### config.mk
export PLATFORM = sky130hd
export DESIGN_NAME = pbp_queue
export DESIGN_NICKNAME = d
export VERILOG_FILES = /design/src/polygon_bounding_parallelogram_defines.svh /design/src/pbp_pkg.sv /design/src/pbp_queue.sv
export SDC_FILE = /design/constraint.sdc
export NUM_CORES = 1
export LEC_CHECK = 0
export BUFFER_PORTS_ARGS = -buffer_cell sky130_fd_sc_hd__buf_2
export CAP_MARGIN = 20
export CORE_MARGIN = 8
export CORE_UTILIZATION = 49
export CTS_CLUSTER_DIAMETER = 50
export DETAILED_ROUTE_END_ITERATION = 8
export PLACE_DENSITY = 0.87
export SLEW_MARGIN = 20
export SYNTH_ARGS = -nofsm -noshare
export SYNTH_HDL_FRONTEND = slang
export SYNTH_SLANG_ARGS = --single-unit
### constraint.sdc
create_clock -name clk -period 1.8 [get_ports clk]
set_clock_uncertainty 0.05 [all_clocks]
set_input_delay 0.09 -clock clk [delete_from_list [all_inputs] [get_ports clk]]
set_output_delay 0.09 -clock clk [all_outputs]
set_load 0.05 [all_outputs]
### src/polygon_bounding_parallelogram_defines.svh
// Assertion macros for the polygon bounding parallelogram block.
// Used by the top level, which supplies clk and rst_n in its own scope.
`ifndef POLYGON_BOUNDING_PARALLELOGRAM_DEFINES_SVH
`define POLYGON_BOUNDING_PARALLELOGRAM_DEFINES_SVH

// Same-cycle implication, disabled during reset.
`define PBP_ASSERT_IMPL(lbl, ante, cons) \
  lbl: assert property (@(posedge clk) disable iff (!rst_n) (ante) |-> (cons)) \
    else $error("same-cycle implication failed");

// Next-cycle implication, disabled during reset.
`define PBP_ASSERT_NEXT(lbl, ante, cons) \
  lbl: assert property (@(posedge clk) disable iff (!rst_n) (ante) |=> (cons)) \
    else $error("next-cycle implication failed");

`endif

### src/pbp_pkg.sv
// Package for the polygon bounding parallelogram block.
// Holds the fixed field widths, the back-end state type and the queue status.
`timescale 1ns / 1ps
package pbp_pkg;
  localparam int FIELD_W  = 16;
  localparam int BASE_W   = 36;
  localparam int HEIGHT_W = 16;
  localparam int SLANT_W  = 17;
  localparam int EXTENT_W = 16;

  typedef enum logic [2:0] {
    BK_IDLE,
    BK_SCAN,
    BK_MUL,
    BK_DIV_LO,
    BK_DIV_HI,
    BK_SUB,
    BK_FIN
  } bk_state_t;

  typedef struct packed {
    logic empty;
    logic full;
  } q_stat_t;
endpackage

### src/pbp_queue.sv
// Two-entry job queue between the front end and the back end.
// Depends on pbp_pkg for the status struct.
`timescale 1ns / 1ps
module pbp_queue #(
  parameter int W = 8
) (
  input  logic             clk,
  input  logic             rst_n,
  input  logic             push,
  input  logic [W-1:0]     wr_data,
  input  logic             pop,
  output logic [W-1:0]     rd_data,
  output pbp_pkg::q_stat_t stat
);
  import pbp_pkg::*;

  logic [W-1:0] slot_r [2];
  logic         wr_ptr_r, rd_ptr_r;
  logic [1:0]   cnt_r;

  assign stat.empty = cnt_r == 2'd0;
  assign stat.full  = cnt_r == 2'd2;
  assign rd_data    = slot_r[rd_ptr_r];

  always_ff @(posedge clk) begin
    if (!rst_n) begin
      wr_ptr_r <= 1'b0;
      rd_ptr_r <= 1'b0;
      cnt_r    <= 2'd0;
    end else begin
      if (push) begin
        wr_ptr_r <= !wr_ptr_r;
      end
      if (pop) begin
        rd_ptr_r <= !rd_ptr_r;
      end
      cnt_r <= cnt_r + 2'(push) - 2'(pop);
    end
  end

  always_ff @(posedge clk) begin
    if (push) begin
      slot_r[wr_ptr_r] <= wr_data;
    end
  end
endmodule

==> flow_metrics.py <==
metrics = {
    "setup_path": {
        "reg2reg_depth": 6,
        "critPathArrivalTime_ns": 1.43,
        "slowest_stage": "dfxtp_1",
        "rrSetupSlack_ns": 0.33,
        "cp_cell_sequence": "mux2_2 -> buf_2",
        "critPathKind": "reg2out",
        "crit_path_max_incr_delay_ns": 0.55,
        "start_kind": "flop",
        "r2r-end": "cnt_r[1]",
        "cp.required_ns": 1.66,
        "crit_path_max_fanout": 8,
        "r2r_start": "cnt_r[0]",
        "cp-end-kind": "primary output",
    },
    "sta": {
        "finalHoldViolCount": 0,
        "setup_viol": 0,
        "rsz0062_at_grt": "no",
        "fin_crit_sh": 0.874,
        "finalWorstSetupSlack_ns": 0.226,
        "clock.fmax_mhz": 635,
        "fin_crit_ns": 1.57,
        "tns_ns": 0,
        "relSlewSlack": 0.753,
        "worst_pin_slew_ns": 0.371,
        "final_max_slew_viol_count": 0,
    },
    "floorplanning": {
        "die_x_um": 56.4,
        "start_util": 0.525,
        "design.core.area_sq_um": 1520,
        "fp.dieH_um": 56.4,
        "die-area_sq_um": 3180,
        "rows": 14,
        "ios": 22,
    },
    "cts": {
        "cts_buffer_depth": 2,
        "cts_max_level": 1,
        "cts_buffers": 3,
        "cts_tree": "done",
        "clk_pin_slew_worst_paths_ns": 0.11,
        "clock_sinks": 21,
        "clockRootBuffer": "clkbuf_4",
        "clkLatencyLatePin_ns": 0.30,
    },
    "final_layout": {
        "layout.cells.non_filler": 96,
        "fin_area_sq_um": 1050,
        "drive_gt1_frac": 0.425,
        "area_growth_pct": 30.6,
        "num_antenna_cells": 0,
        "layout.nets": 95,
    },
    "logic_synthesis": {
        "syn_area_sq_um": 801,
        "synth_area_per_cell_sq_um": 17.4,
        "syn_inst": 46,
        "yosysTopAreaCell": "edfxtp_1",
        "post_synth_num_cell_types": 12,
        "syn-num-nets": 60,
        "synth-seq-cells": 21,
        "ys_top_cells_by_area": "edfxtp_1, dfxtp_1, mux2_2",
        "seq_area_frac_synth": 0.725,
        "synth_warnings": 0,
        "netlist.area_leader.share": 0.600,
    },
    "detailed_routing": {
        "drtPass1Iterations": 6,
        "post_drt_via_cell_ratio": 4.90,
        "drt_wl_total_um": 1340,
        "wl_per_cell_um": 14.0,
        "final_antenna_net_count": 0,
        "drc": 0,
        "drt_iter0_drc": 11,
        "routed-via-count": 470,
    },
    "flow_run": {
        "maxCapViolations": 0,
    },
    "grt": {
        "grt_pass1_wl_um": 2220,
        "grt_pass1_vias": 523,
        "antenna_found_initial": 0,
        "grt_use_total": 0.0883,
        "grt_max_degree": 13,
        "overflow": 0,
    },
    "place": {
        "place_inst": 83,
        "pre_cts_ws_ns": 0.345,
        "port_buffers": 21,
        "dp.final_hpwl_um": 947,
        "place.gp.congestion": 0.620,
        "post_dp_cell_area_sq_um": 928,
    },
    "min_path": {
        "hold_class": "in2reg",
        "holdCritStartpoint": "push",
        "min_delay_path_depth": 3,
        "min_to": "wr_ptr_r",
    },
    "power": {
        "p_leak_nw": 0.431,
        "cellPowerDensity_nw_per_um2": 1010,
        "p_total_mw": 1.06,
        "max-vdd-ir-drop_uv": 625,
    },
    "status": {
        "outcome": "finished clean",
    },
}
report_power, final:
part           internal, mW  switching (mW)  total [mW]
clock                0.0828           0.135       0.218
combinational         0.100           0.164       0.264
sequential            0.558          0.0207       0.578
total                 0.740           0.320        1.06
final cells by class:
cell class	instances	area (sq um)
Inverter	2	7.51
Tap cell	16	20.0
Timing Repair Buffer	31	203
Clock buffer	3	22.5
Multi-Input combinational cell	22	208
Fill cell	107	478
Sequential cell	21	581
Clock inverter	1	5.00
critical path, delay by kind of cell (launching register included):
kind                   cells  cell delay (ns)
flip-flops                 1             0.55
buffers and inverters      1             0.21
multiplexers               1             0.38
cell usage after synthesis:
| master | number |
|---|---|
| xnor3_1 | 1 |
| and2_1 | 4 |
| xor2_1 | 1 |
| nor2_1 | 1 |
| inv_1 | 2 |
| mux2_2 | 8 |
| o21a_1 | 1 |
| edfxtp_1 | 16 |
| nor2b_1 | 4 |
| ha_1 | 2 |
| buf_2 | 1 |
| dfxtp_1 | 5 |
registers in the layout, summed over array words and instances, names as in the netlist, named ones only:
signal and cells:
cnt_r 2, wr_ptr_r 1, slot_r 16, rd_ptr_r 1
placed cells by master (no fill, tap or decap):
cell           count
and2_1             4
buf_2             21
buf_4              1
clkbuf_4           3
clkinv_2           1
dfxtp_1            5
dlygate4sd3_1      9
edfxtp_1          16
ha_1               2
inv_1              2
mux2_2             8
nor2_1             1
nor2b_1            4
o21a_1             1
xnor3_1            1
xor2_1             1
stage by stage:
| stage | hold WS (ns) | utilization |
|---|---|---|
| 6_report | 0.0750 | 0.686 |
| 2_1_floorplan | 0.139 | - |
| 4_1_cts | 0.0752 | 0.686 |
| 3_5_place_dp | 0.231 | 0.609 |
| 5_1_grt | 0.0749 | 0.686 |
| 3_3_place_gp | 0.229 | 0.609 |
worst max-delay path by stage:
stage,cells after the start,to
finish,2,rd_data[0]
global route,2,rd_data[6]
CTS,2,rd_data[0]
detailed placement,6,cnt_r[1]
global placement,6,cnt_r[1]
floorplan,6,cnt_r[1]
logic make-up after synthesis:
logic type                 Yosys count  synth area share
AOI/OAI and AO/OA                    1           0.00938
xor gates and xnor gates             2            0.0391
adders and majority gates            2            0.0312
buffers and inverters                3            0.0156
DFF                                 21             0.725
muxes                                8             0.113
and+or+nand+nor                      9            0.0672
per-layer routing:
| metal | vias up | GRT usage | wire (um) |
|---|---|---|---|
| met5 | - | 0 | 0 |
| met1 | 220 | 0.0833 | 575 |
| met4 | 0 | 0.0412 | 18 |
| met2 | 16 | 0.157 | 655 |
| met3 | 2 | 0.0404 | 92 |
| li1 | 232 | - | - |
timing repair:
item                      CTS  global route
hold buffers                9             0
hold endpoints to repair   17             0
gates resized for setup     0             0
buffers inserted            0             0
(Power assumes the default switching activity.)
