`config.mk`:
```
export PLATFORM = sky130hd
export DESIGN_NAME = pbp_back_flat
export DESIGN_NICKNAME = d
export VERILOG_FILES = /design/src/polygon_bounding_parallelogram_defines.svh /design/src/pbp_pkg.sv /design/src/pbp_if.sv /design/src/pbp_div.sv /design/src/pbp_back.sv /design/src/flat_wrapper.sv
export SDC_FILE = /design/constraint.sdc
export NUM_CORES = 2
export LEC_CHECK = 0
export BUFFER_PORTS_ARGS = -buffer_cell sky130_fd_sc_hd__buf_2
export CAP_MARGIN = 10
export CELL_PAD_IN_SITES_DETAIL_PLACEMENT = 0
export CELL_PAD_IN_SITES_GLOBAL_PLACEMENT = 1
export CORE_ASPECT_RATIO = 0.5
export CORE_MARGIN = 4
export CORE_UTILIZATION = 40
export CTS_BUF_LIST = sky130_fd_sc_hd__clkbuf_4
export DETAILED_ROUTE_END_ITERATION = 7
export PLACE_DENSITY_LB_ADDON = 0.1
export SYNTH_ARGS = -nofsm -noshare
export SYNTH_HDL_FRONTEND = slang
export SYNTH_HIERARCHICAL = 1
export SYNTH_SLANG_ARGS = --single-unit
```
`constraint.sdc`:
```
create_clock -name clk -period 10.68 [get_ports clk]
set_clock_uncertainty 0.2 [all_clocks]
set_input_delay 3.204 -clock clk [delete_from_list [all_inputs] [get_ports clk]]
set_output_delay 3.204 -clock clk [all_outputs]
set_load 0.1 [all_outputs]
```
`src/polygon_bounding_parallelogram_defines.svh`:
```
// Assertion macros for the polygon bounding parallelogram block.
// Used by the top level, which supplies clk and rst_n in its own scope.
`ifndef POLYGON_BOUNDING_PARALLELOGRAM_DEFINES_SVH
`define POLYGON_BOUNDING_PARALLELOGRAM_DEFINES_SVH

// Same-cycle implication, disabled during reset.
`define PBP_ASSERT_IMPL(lbl, ante, cons) \
  lbl: assert property (@(posedge clk) disable iff (!rst_n) (ante) |-> (cons)) \
    else $error("same-cycle implication failed");

// Next-cycle implication, disabled during reset.
`define PBP_ASSERT_NEXT(lbl, ante, cons) \
  lbl: assert property (@(posedge clk) disable iff (!rst_n) (ante) |=> (cons)) \
    else $error("next-cycle implication failed");

`endif

```
`src/pbp_pkg.sv`:
```
// Package for the polygon bounding parallelogram block.
// Holds the fixed field widths, the back-end state type and the queue status.
`timescale 1ns / 1ps
package pbp_pkg;
  localparam int FIELD_W  = 16;
  localparam int BASE_W   = 36;
  localparam int HEIGHT_W = 16;
  localparam int SLANT_W  = 17;
  localparam int EXTENT_W = 16;

  typedef enum logic [2:0] {
    BK_IDLE,
    BK_SCAN,
    BK_MUL,
    BK_DIV_LO,
    BK_DIV_HI,
    BK_SUB,
    BK_FIN
  } bk_state_t;

  typedef struct packed {
    logic empty;
    logic full;
  } q_stat_t;
endpackage

```
`src/pbp_if.sv`:
```


interface pbp_out_if;
  import pbp_pkg::*;
  logic valid;
  logic ready;
  logic signed [BASE_W-1:0] base;
  logic [HEIGHT_W-1:0] height_out;
  logic signed [SLANT_W-1:0] slant;
  logic [EXTENT_W-1:0] extent_width;
  logic degenerate;
  modport source(output valid, base, height_out, slant, extent_width, degenerate,
                 input ready);
  modport sink(input valid, base, height_out, slant, extent_width, degenerate,
               output ready);
endinterface

```
`src/pbp_div.sv`:
```
// Sequential signed divider, one quotient bit per cycle, truncating toward zero.
// Standalone; the divisor is positive and held stable while busy.
`timescale 1ns / 1ps
module pbp_div #(
  parameter int NW   = 33,
  parameter int DENW = 16
) (
  input  logic                   clk,
  input  logic                   rst_n,
  input  logic                   start,
  input  logic signed [NW-1:0]   num,
  input  logic [DENW-1:0]        den,
  output logic                   done,
  output logic signed [NW-1:0]   quot
);
  localparam int QB = NW - 1;
  localparam int CB = $clog2(QB + 1);

  logic [QB-1:0]     num_r, quo_r;
  logic [DENW-1:0]   rem_r;
  logic [CB-1:0]     cnt_r;
  logic              busy_r, done_r, neg_r;
  logic [DENW:0]     tmp, diff;
  logic              ge;
  logic signed [NW-1:0] mag;

  assign mag  = num[NW-1] ? -num : num;
  assign tmp  = {rem_r, num_r[QB-1]};
  assign ge   = tmp >= {1'b0, den};
  assign diff = tmp - {1'b0, den};

  always_ff @(posedge clk) begin
    if (!rst_n) begin
      busy_r <= 1'b0;
      done_r <= 1'b0;
      cnt_r  <= '0;
    end else if (start) begin
      busy_r <= 1'b1;
      done_r <= 1'b0;
      cnt_r  <= CB'(QB);
    end else if (busy_r) begin
      cnt_r <= cnt_r - CB'(1);
      if (cnt_r == CB'(1)) begin
        busy_r <= 1'b0;
        done_r <= 1'b1;
      end
    end else begin
      done_r <= 1'b0;
    end
  end

  always_ff @(posedge clk) begin
    if (start) begin
      num_r <= mag[QB-1:0];
      quo_r <= '0;
      rem_r <= '0;
      neg_r <= num[NW-1];
    end else if (busy_r) begin
      rem_r <= ge ? diff[DENW-1:0] : tmp[DENW-1:0];
      num_r <= {num_r[QB-2:0], 1'b0};
      quo_r <= {quo_r[QB-2:0], ge};
    end
  end

  assign done = done_r;
  assign quot = neg_r ? -signed'({1'b0, quo_r}) : signed'({1'b0, quo_r});
endmodule

```
`src/pbp_back.sv`:
```
// Back end: rescans the store along the spine normal, divides and builds the result.
// Depends on pbp_pkg, pbp_out_if and pbp_div.
`timescale 1ns / 1ps
module pbp_back #(
  parameter int MAX_VERTICES = 64,
  parameter int COORD_BITS   = 16
) (
  input  logic                                   clk,
  input  logic                                   rst_n,
  input  logic                                   job_valid,
  output logic                                   job_pop,
  input  logic [$clog2(MAX_VERTICES+1)-1:0]      job_cnt,
  input  logic signed [COORD_BITS:0]             job_width,
  input  logic [COORD_BITS-1:0]                  job_height,
  input  logic signed [COORD_BITS:0]             job_slant,
  output logic [$clog2(MAX_VERTICES)-1:0]        rd_addr,
  input  logic [2*COORD_BITS-1:0]                rd_data,
  output logic                                   scanning,
  pbp_out_if.source                              out_ch
);
  import pbp_pkg::*;

  localparam int CW   = COORD_BITS;
  localparam int AW   = $clog2(MAX_VERTICES);
  localparam int CNTW = $clog2(MAX_VERTICES + 1);
  localparam int DW   = 2*CW + 3;
  localparam int NW   = 2*CW + 1;
  localparam int LW   = NW + 1;
  localparam int BW   = LW + 1;

  bk_state_t state_r, state_nxt;

  logic [CNTW-1:0]        cnt_r, idx_r;
  logic signed [CW:0]     width_r, slant_r;
  logic [CW-1:0]          height_r;
  logic                   deg_r;
  logic                   s1_v_r, s1_first_r, s2_v_r, s2_first_r;
  logic signed [CW-1:0]   rd_x, rd_y, s2_x_r, s2_y_r;
  logic signed [DW-1:0]   px_r, py_r, d, lo_d_r, hi_d_r;
  logic signed [CW-1:0]   lo_x_r, lo_y_r, hi_x_r, hi_y_r;
  logic signed [CW:0]     h_s;
  logic signed [CW+1:0]   nsl;
  logic signed [NW-1:0]   nh_r, ql_r, qh_r, div_num, div_q;
  logic signed [LW-1:0]   left_r, right_r;
  logic signed [BW-1:0]   b, wide;
  logic                   take_par;
  logic                   issue, scan_done, div_start, div_done, out_load;

  logic                       out_valid_r;
  logic signed [BASE_W-1:0]   base_r;
  logic [HEIGHT_W-1:0]        height_o_r;
  logic signed [SLANT_W-1:0]  slant_o_r;
  logic [EXTENT_W-1:0]        width_o_r;
  logic                       deg_o_r;

  assign rd_x     = signed'(rd_data[2*CW-1:CW]);
  assign rd_y     = signed'(rd_data[CW-1:0]);
  assign h_s      = signed'({1'b0, height_r});
  assign nsl      = -((CW+2)'(slant_r));
  assign d        = px_r + py_r;
  assign b        = BW'(right_r) - BW'(left_r);
  assign wide     = BW'(width_r);
  assign take_par = b < wide;
  assign rd_addr  = idx_r[AW-1:0];
  assign div_num  = (state_r == BK_MUL) ? NW'(slant_r * lo_y_r) : nh_r;

  pbp_div #(
    .NW   (NW),
    .DENW (CW)
  ) u_div (
    .clk   (clk),
    .rst_n (rst_n),
    .start (div_start),
    .num   (div_num),
    .den   (height_r),
    .done  (div_done),
    .quot  (div_q)
  );

  always_comb begin
    state_nxt = state_r;
    unique case (state_r)
      BK_IDLE: begin
        if (job_valid) begin
          state_nxt = (job_height == '0) ? BK_FIN : BK_SCAN;
        end
      end
      BK_SCAN: begin
        if (scan_done) begin
          state_nxt = BK_MUL;
        end
      end
      BK_MUL:    state_nxt = BK_DIV_LO;
      BK_DIV_LO: begin
        if (div_done) begin
          state_nxt = BK_DIV_HI;
        end
      end
      BK_DIV_HI: begin
        if (div_done) begin
          state_nxt = BK_SUB;
        end
      end
      BK_SUB:    state_nxt = BK_FIN;
      BK_FIN: begin
        if (out_load) begin
          state_nxt = BK_IDLE;
        end
      end
      default:   state_nxt = BK_IDLE;
    endcase
  end

  always_comb begin
    job_pop   = 1'b0;
    issue     = 1'b0;
    scan_done = 1'b0;
    div_start = 1'b0;
    out_load  = 1'b0;
    scanning  = 1'b0;
    unique case (state_r)
      BK_IDLE:   job_pop = job_valid;
      BK_SCAN: begin
        scanning  = 1'b1;
        issue     = idx_r < cnt_r;
        scan_done = (idx_r == cnt_r) && !s1_v_r && !s2_v_r;
      end
      BK_MUL:    div_start = 1'b1;
      BK_DIV_LO: div_start = div_done;
      BK_DIV_HI: div_start = 1'b0;
      BK_SUB:    div_start = 1'b0;
      BK_FIN:    out_load  = !out_valid_r || out_ch.ready;
      default:   job_pop   = 1'b0;
    endcase
  end

  always_ff @(posedge clk) begin
    if (!rst_n) begin
      state_r     <= BK_IDLE;
      idx_r       <= '0;
      s1_v_r      <= 1'b0;
      s2_v_r      <= 1'b0;
      out_valid_r <= 1'b0;
    end else begin
      state_r <= state_nxt;
      if (job_pop) begin
        idx_r <= '0;
      end else if (issue) begin
        idx_r <= idx_r + CNTW'(1);
      end
      s1_v_r <= issue;
      s2_v_r <= s1_v_r;
      if (out_load) begin
        out_valid_r <= 1'b1;
      end else if (out_ch.ready) begin
        out_valid_r <= 1'b0;
      end
    end
  end

  always_ff @(posedge clk) begin
    if (job_pop) begin
      cnt_r    <= job_cnt;
      width_r  <= job_width;
      height_r <= job_height;
      slant_r  <= job_slant;
      deg_r    <= job_height == '0;
    end
    if (issue) begin
      s1_first_r <= idx_r == '0;
    end
    if (s1_v_r) begin
      px_r       <= rd_x * h_s;
      py_r       <= rd_y * nsl;
      s2_x_r     <= rd_x;
      s2_y_r     <= rd_y;
      s2_first_r <= s1_first_r;
    end
    if (s2_v_r) begin
      if (s2_first_r || d < lo_d_r) begin
        lo_d_r <= d;
        lo_x_r <= s2_x_r;
        lo_y_r <= s2_y_r;
      end
      if (s2_first_r || d > hi_d_r) begin
        hi_d_r <= d;
        hi_x_r <= s2_x_r;
        hi_y_r <= s2_y_r;
      end
    end
    if (state_r == BK_MUL) begin
      nh_r <= slant_r * hi_y_r;
    end
    if (state_r == BK_DIV_LO && div_done) begin
      ql_r <= div_q;
    end
    if (state_r == BK_DIV_HI && div_done) begin
      qh_r <= div_q;
    end
    if (state_r == BK_SUB) begin
      left_r  <= LW'(lo_x_r) - LW'(ql_r);
      right_r <= LW'(hi_x_r) - LW'(qh_r);
    end
    if (out_load) begin
      base_r     <= (!deg_r && take_par) ? BASE_W'(b) : BASE_W'(width_r);
      slant_o_r  <= (!deg_r && take_par) ? SLANT_W'(slant_r) : '0;
      height_o_r <= HEIGHT_W'(height_r);
      width_o_r  <= EXTENT_W'(unsigned'(width_r));
      deg_o_r    <= deg_r;
    end
  end

  assign out_ch.valid        = out_valid_r;
  assign out_ch.base         = base_r;
  assign out_ch.height_out   = height_o_r;
  assign out_ch.slant        = slant_o_r;
  assign out_ch.extent_width = width_o_r;
  assign out_ch.degenerate   = deg_o_r;
endmodule

```
`src/flat_wrapper.sv`:
```
// flat-port wrapper written by rule: the top's interface ports become plain ports
module pbp_back_flat import pbp_pkg::*;
#(
  parameter int MAX_VERTICES = 64,
  parameter int COORD_BITS   = 16
)
  (clk, rst_n, job_valid, job_pop, job_cnt, job_width, job_height, job_slant, rd_addr, rd_data, scanning, out_ch_valid, out_ch_base, out_ch_height_out, out_ch_slant, out_ch_extent_width, out_ch_degenerate, out_ch_ready);
  pbp_out_if out_ch_i ();
  input  logic clk;
  input  logic rst_n;
  input  logic job_valid;
  output logic job_pop;
  input  logic [$clog2(MAX_VERTICES+1)-1:0] job_cnt;
  input  logic signed [COORD_BITS:0] job_width;
  input  logic [COORD_BITS-1:0] job_height;
  input  logic signed [COORD_BITS:0] job_slant;
  output logic [$clog2(MAX_VERTICES)-1:0] rd_addr;
  input  logic [2*COORD_BITS-1:0] rd_data;
  output logic scanning;
  output wire logic [$bits(out_ch_i.valid)-1:0] out_ch_valid;
  output wire logic [$bits(out_ch_i.base)-1:0] out_ch_base;
  output wire logic [$bits(out_ch_i.height_out)-1:0] out_ch_height_out;
  output wire logic [$bits(out_ch_i.slant)-1:0] out_ch_slant;
  output wire logic [$bits(out_ch_i.extent_width)-1:0] out_ch_extent_width;
  output wire logic [$bits(out_ch_i.degenerate)-1:0] out_ch_degenerate;
  input wire logic [$bits(out_ch_i.ready)-1:0] out_ch_ready;
  assign out_ch_valid = out_ch_i.valid;
  assign out_ch_base = out_ch_i.base;
  assign out_ch_height_out = out_ch_i.height_out;
  assign out_ch_slant = out_ch_i.slant;
  assign out_ch_extent_width = out_ch_i.extent_width;
  assign out_ch_degenerate = out_ch_i.degenerate;
  assign out_ch_i.ready = out_ch_ready;
  pbp_back #(.MAX_VERTICES(MAX_VERTICES), .COORD_BITS(COORD_BITS)) u_core (.clk(clk), .rst_n(rst_n), .job_valid(job_valid), .job_pop(job_pop), .job_cnt(job_cnt), .job_width(job_width), .job_height(job_height), .job_slant(job_slant), .rd_addr(rd_addr), .rd_data(rd_data), .scanning(scanning), .out_ch(out_ch_i));
endmodule
```
==> reports/metrics.csv <==
metric;value;unit
outcome;completed;
first-pass GRT wire length;307000;um
Slew @ Worst Pin;1.30;ns
routed len/inst;19.4;um
CTS resizes;0;
Setup TNS;0;ns
Min-Delay Startpoint;u_core/s2_x_r[0];
critical path peak fanout;18;
MaxCap Viol Count;0;
clk buf depth;4;
minimum clock period;9.63;ns
slowest cell on the critical path;edfxtp_1;
CP endpoint kind;register;
worst path bufs/invs;4;
largest net degree at the start of global routing;69;
RR Startpoint;u_core/slant_r[7];
Std-Cell Core Area;180000;um^2
asr flop ratio synth;0;%
vias in the first global route;53606;
register bit total from synthesis;647;
Synth Warn #;6;
top cell family by delay on the critical path;adder cells;
hold_buf cts;0;
Total Routing Usage GR;20.9;%
DIE AREA;189000;um^2
Fillers;17423;
H-tree depth;4;
Critical Path RT;11.25;ns
CTS tree;built;
drt total wl;194000;um
Yosys top cell area share;28.6;%
DR iter-0 viols;2757;
Die Height;310;um
Critical Path Max Stage Delay;0.82;ns
leading area contributor after synthesis;fa_1;
EDFF count, synth;578;
area of the multi-input gates;47800;um^2
Die W;611;um
TritonCTS buffer count;173;
final worst-path cycle share;90.1;%
Initial Util;40.3;%
mean number of vias per cell;4.99;
syn_nets;9013;
drc violations;0;
count of cell types in the netlist;91;
Worst-path clk slew;0.07;ns
Synth Instances;7236;
unrepaired setup endpoints after global routing;false;
Pins Over Slew Limit;0;
Post-DRT Antenna Nets;0;
row cnt;110;
synthesized cell area;72800;um^2
Worst setup SP type;register;
syn avg cell area;10.1;um^2
achievable frequency;104;MHz
hold crit path type;register to register;
vias after detailed routing;49954;
start point of the critical path;u_core/slant_r[7];
clk_lat worst skew;1.11;ns
gpl congestion;0.856;
R2R setup slack;1.05;ns
Post-DP HPWL;154000;um
top post-synthesis cells by area;fa_1, edfxtp_1, ha_1;
Final Hold Viols;0;
CP Class;register to register;
initial antenna violation count;24;
Nets;9233;
share of post-route cells with drive strength above 1;8.19;%
TritonRoute pass-1 iters;7;
most used cell, CP;fa_1;
clock sinks;647;
relative slew slack;12.5;%
post-place setup slack;0.672;ns
post-route worst setup slack;1.05;ns
number of setup buffers added after CTS;0;
Root Buffer;clkbuf_4;
Reg area;18700;um^2
grt total ovfl;0;
register area share after synthesis;25.7;%
Top FF cell, synth;edfxtp_1;
Layout Area Growth over Synthesis;8.32;%
I/O Pins;188;
Final setup viols;0;
IO buf count;187;
WP data arrival;10.19;ns
worst paths after layout:
kind | cells after the start | endpoint
worst max register to register | 27 | u_core/py_r[32]
worst min-delay path | 0 | u_core/lo_x_r[0]
worst max-delay path | 27 | u_core/py_r[32]
worst min register to register | 0 | u_core/lo_x_r[0]
per-layer routing:
metal | vias up | share of wire [%] | GRT usage, %
met1 | 24802 | 47 | 29.3
met5 | - | 0.041 | 0
met2 | 1292 | 43 | 31.8
met3 | 264 | 8.5 | 6.42
met4 | 10 | 1.9 | 4.57
li1 | 23586 | - | -
flip-flops by register name, summed over array words and instances (netlist names), 17 cells and up:
register / count
u_core/qh_r: 33
u_core/hi_d_r: 35
u_core/px_r: 33
u_core/nh_r: 33
u_core/left_r: 34
u_core/slant_r: 17
u_core/right_r: 34
u_core/out_ch.base: 35
u_core/width_r: 17
u_core/lo_d_r: 35
u_core/py_r: 34
u_core/ql_r: 33
u_core/u_div/quo_r: 32
u_core/u_div/num_r: 32
u_core/out_ch.slant: 17
through the flow:
stage | cell area (um^2) | std cells | utilization (%) | hold slack [ns]
after floorplan | 72800 | 7236 | - | 0.200
after CTS | 78800 | 9989 | 43.7 | 0.243
final | 78800 | 10004 | 43.7 | 0.246
after global placement | 76600 | 9687 | 42.4 | 0.230
after detailed placement | 76600 | 9687 | 42.4 | 0.232
after global routing | 78800 | 9998 | 43.7 | 0.240
placed cells by master, fill, tap and decap left out, types with 12 or more instances in the layout:
master	n
inv_1	1437
fa_1	1041
nand2_1	785
ha_1	643
edfxtp_1	578
and2_1	451
nor2_1	295
a21oi_1	265
clkbuf_4	253
xnor2_1	249
buf_2	187
o21ai_0	169
a21o_1	128
xor2_1	102
buf_4	93
nand2b_1	92
dfxtp_1	67
nor2b_1	57
nor3_1	53
o21a_1	47
nand3_1	45
mux2i_1	42
a211oi_1	39
o21bai_1	37
clkinv_1	32
nand4_1	31
o31ai_1	31
mux2_2	24
or3_1	23
and3_1	22
nor4_1	16
a31oi_1	16
diode_2	13
clkinv_2	13
o211ai_1	13
o21ai_1	12
o41ai_1	12
cell families (layout without fill, tap and decap cells):
logic type	after synthesis	in the layout	share of synthesized area (%)
adder cells (fa/ha/maj)	1684	1684	39.7
multiplexers	67	67	0.964
other	0	13	0
AO/OA/AOI/OAI	892	892	7.96
AND/OR/NAND/NOR	1920	1920	12.7
flip-flops	647	647	25.7
buffers and inverters	1674	2021	8.68
XOR/XNOR	352	352	4.24
Yosys cell counts (11+ instances only):
master,number
mux2i_1,42
o21ai_1,13
nor2_1,297
clkbuf_1,209
o211ai_1,13
xnor2_1,250
nand2_1,786
and2_1,451
or3_1,23
inv_1,1437
edfxtp_1,578
o31ai_1,31
and3_1,24
buf_1,18
a211o_1,11
nand4_1,31
o31a_1,12
o21ai_0,170
nand2b_1,92
a21o_1,128
nor4_1,16
nor3_1,53
ha_1,643
dfxtp_1,69
fa_1,1041
a21oi_1,265
mux2_2,24
nand3_1,45
a31oi_1,16
o41ai_1,12
xor2_1,102
nor2b_1,57
o21a_1,47
a211oi_1,39
o21bai_1,37
area by class of cell:
type	instances	area share (%)
multi-input cells	4915	60.6
flip-flops and latches	647	23.8
inverters	1438	6.85
well taps	2408	3.82
clock buffers	253	2.41
repair buffers	281	2.08
clock inverters	49	0.394
diodes	13	0.0413
worst register-to-register path, cell delays in order (launching register included):
cell	delay, ns
edfxtp_1	0.82
buf_4	0.41
or3_1	0.40
or3_1	0.45
nor2_1	0.17
nand4b_1	0.13
xor2_1	0.81
nand2_1	0.20
fa_1	0.55
fa_1	0.56
fa_1	0.54
inv_1	0.06
fa_1	0.50
fa_1	0.56
inv_1	0.05
fa_1	0.48
inv_1	0.05
ha_1	0.38
nand3_1	0.13
or3_1	0.39
a211oi_1	0.52
o2111ai_1	0.24
a21boi_1	0.20
o21a_1	0.14
o21ai_0	0.08
nand2b_1	0.08
a21oi_1	0.08
xnor2_1	0.15
Power is not shown: default switching activity piles up to over one toggle a cycle in this logic, so the estimate is an artifact.
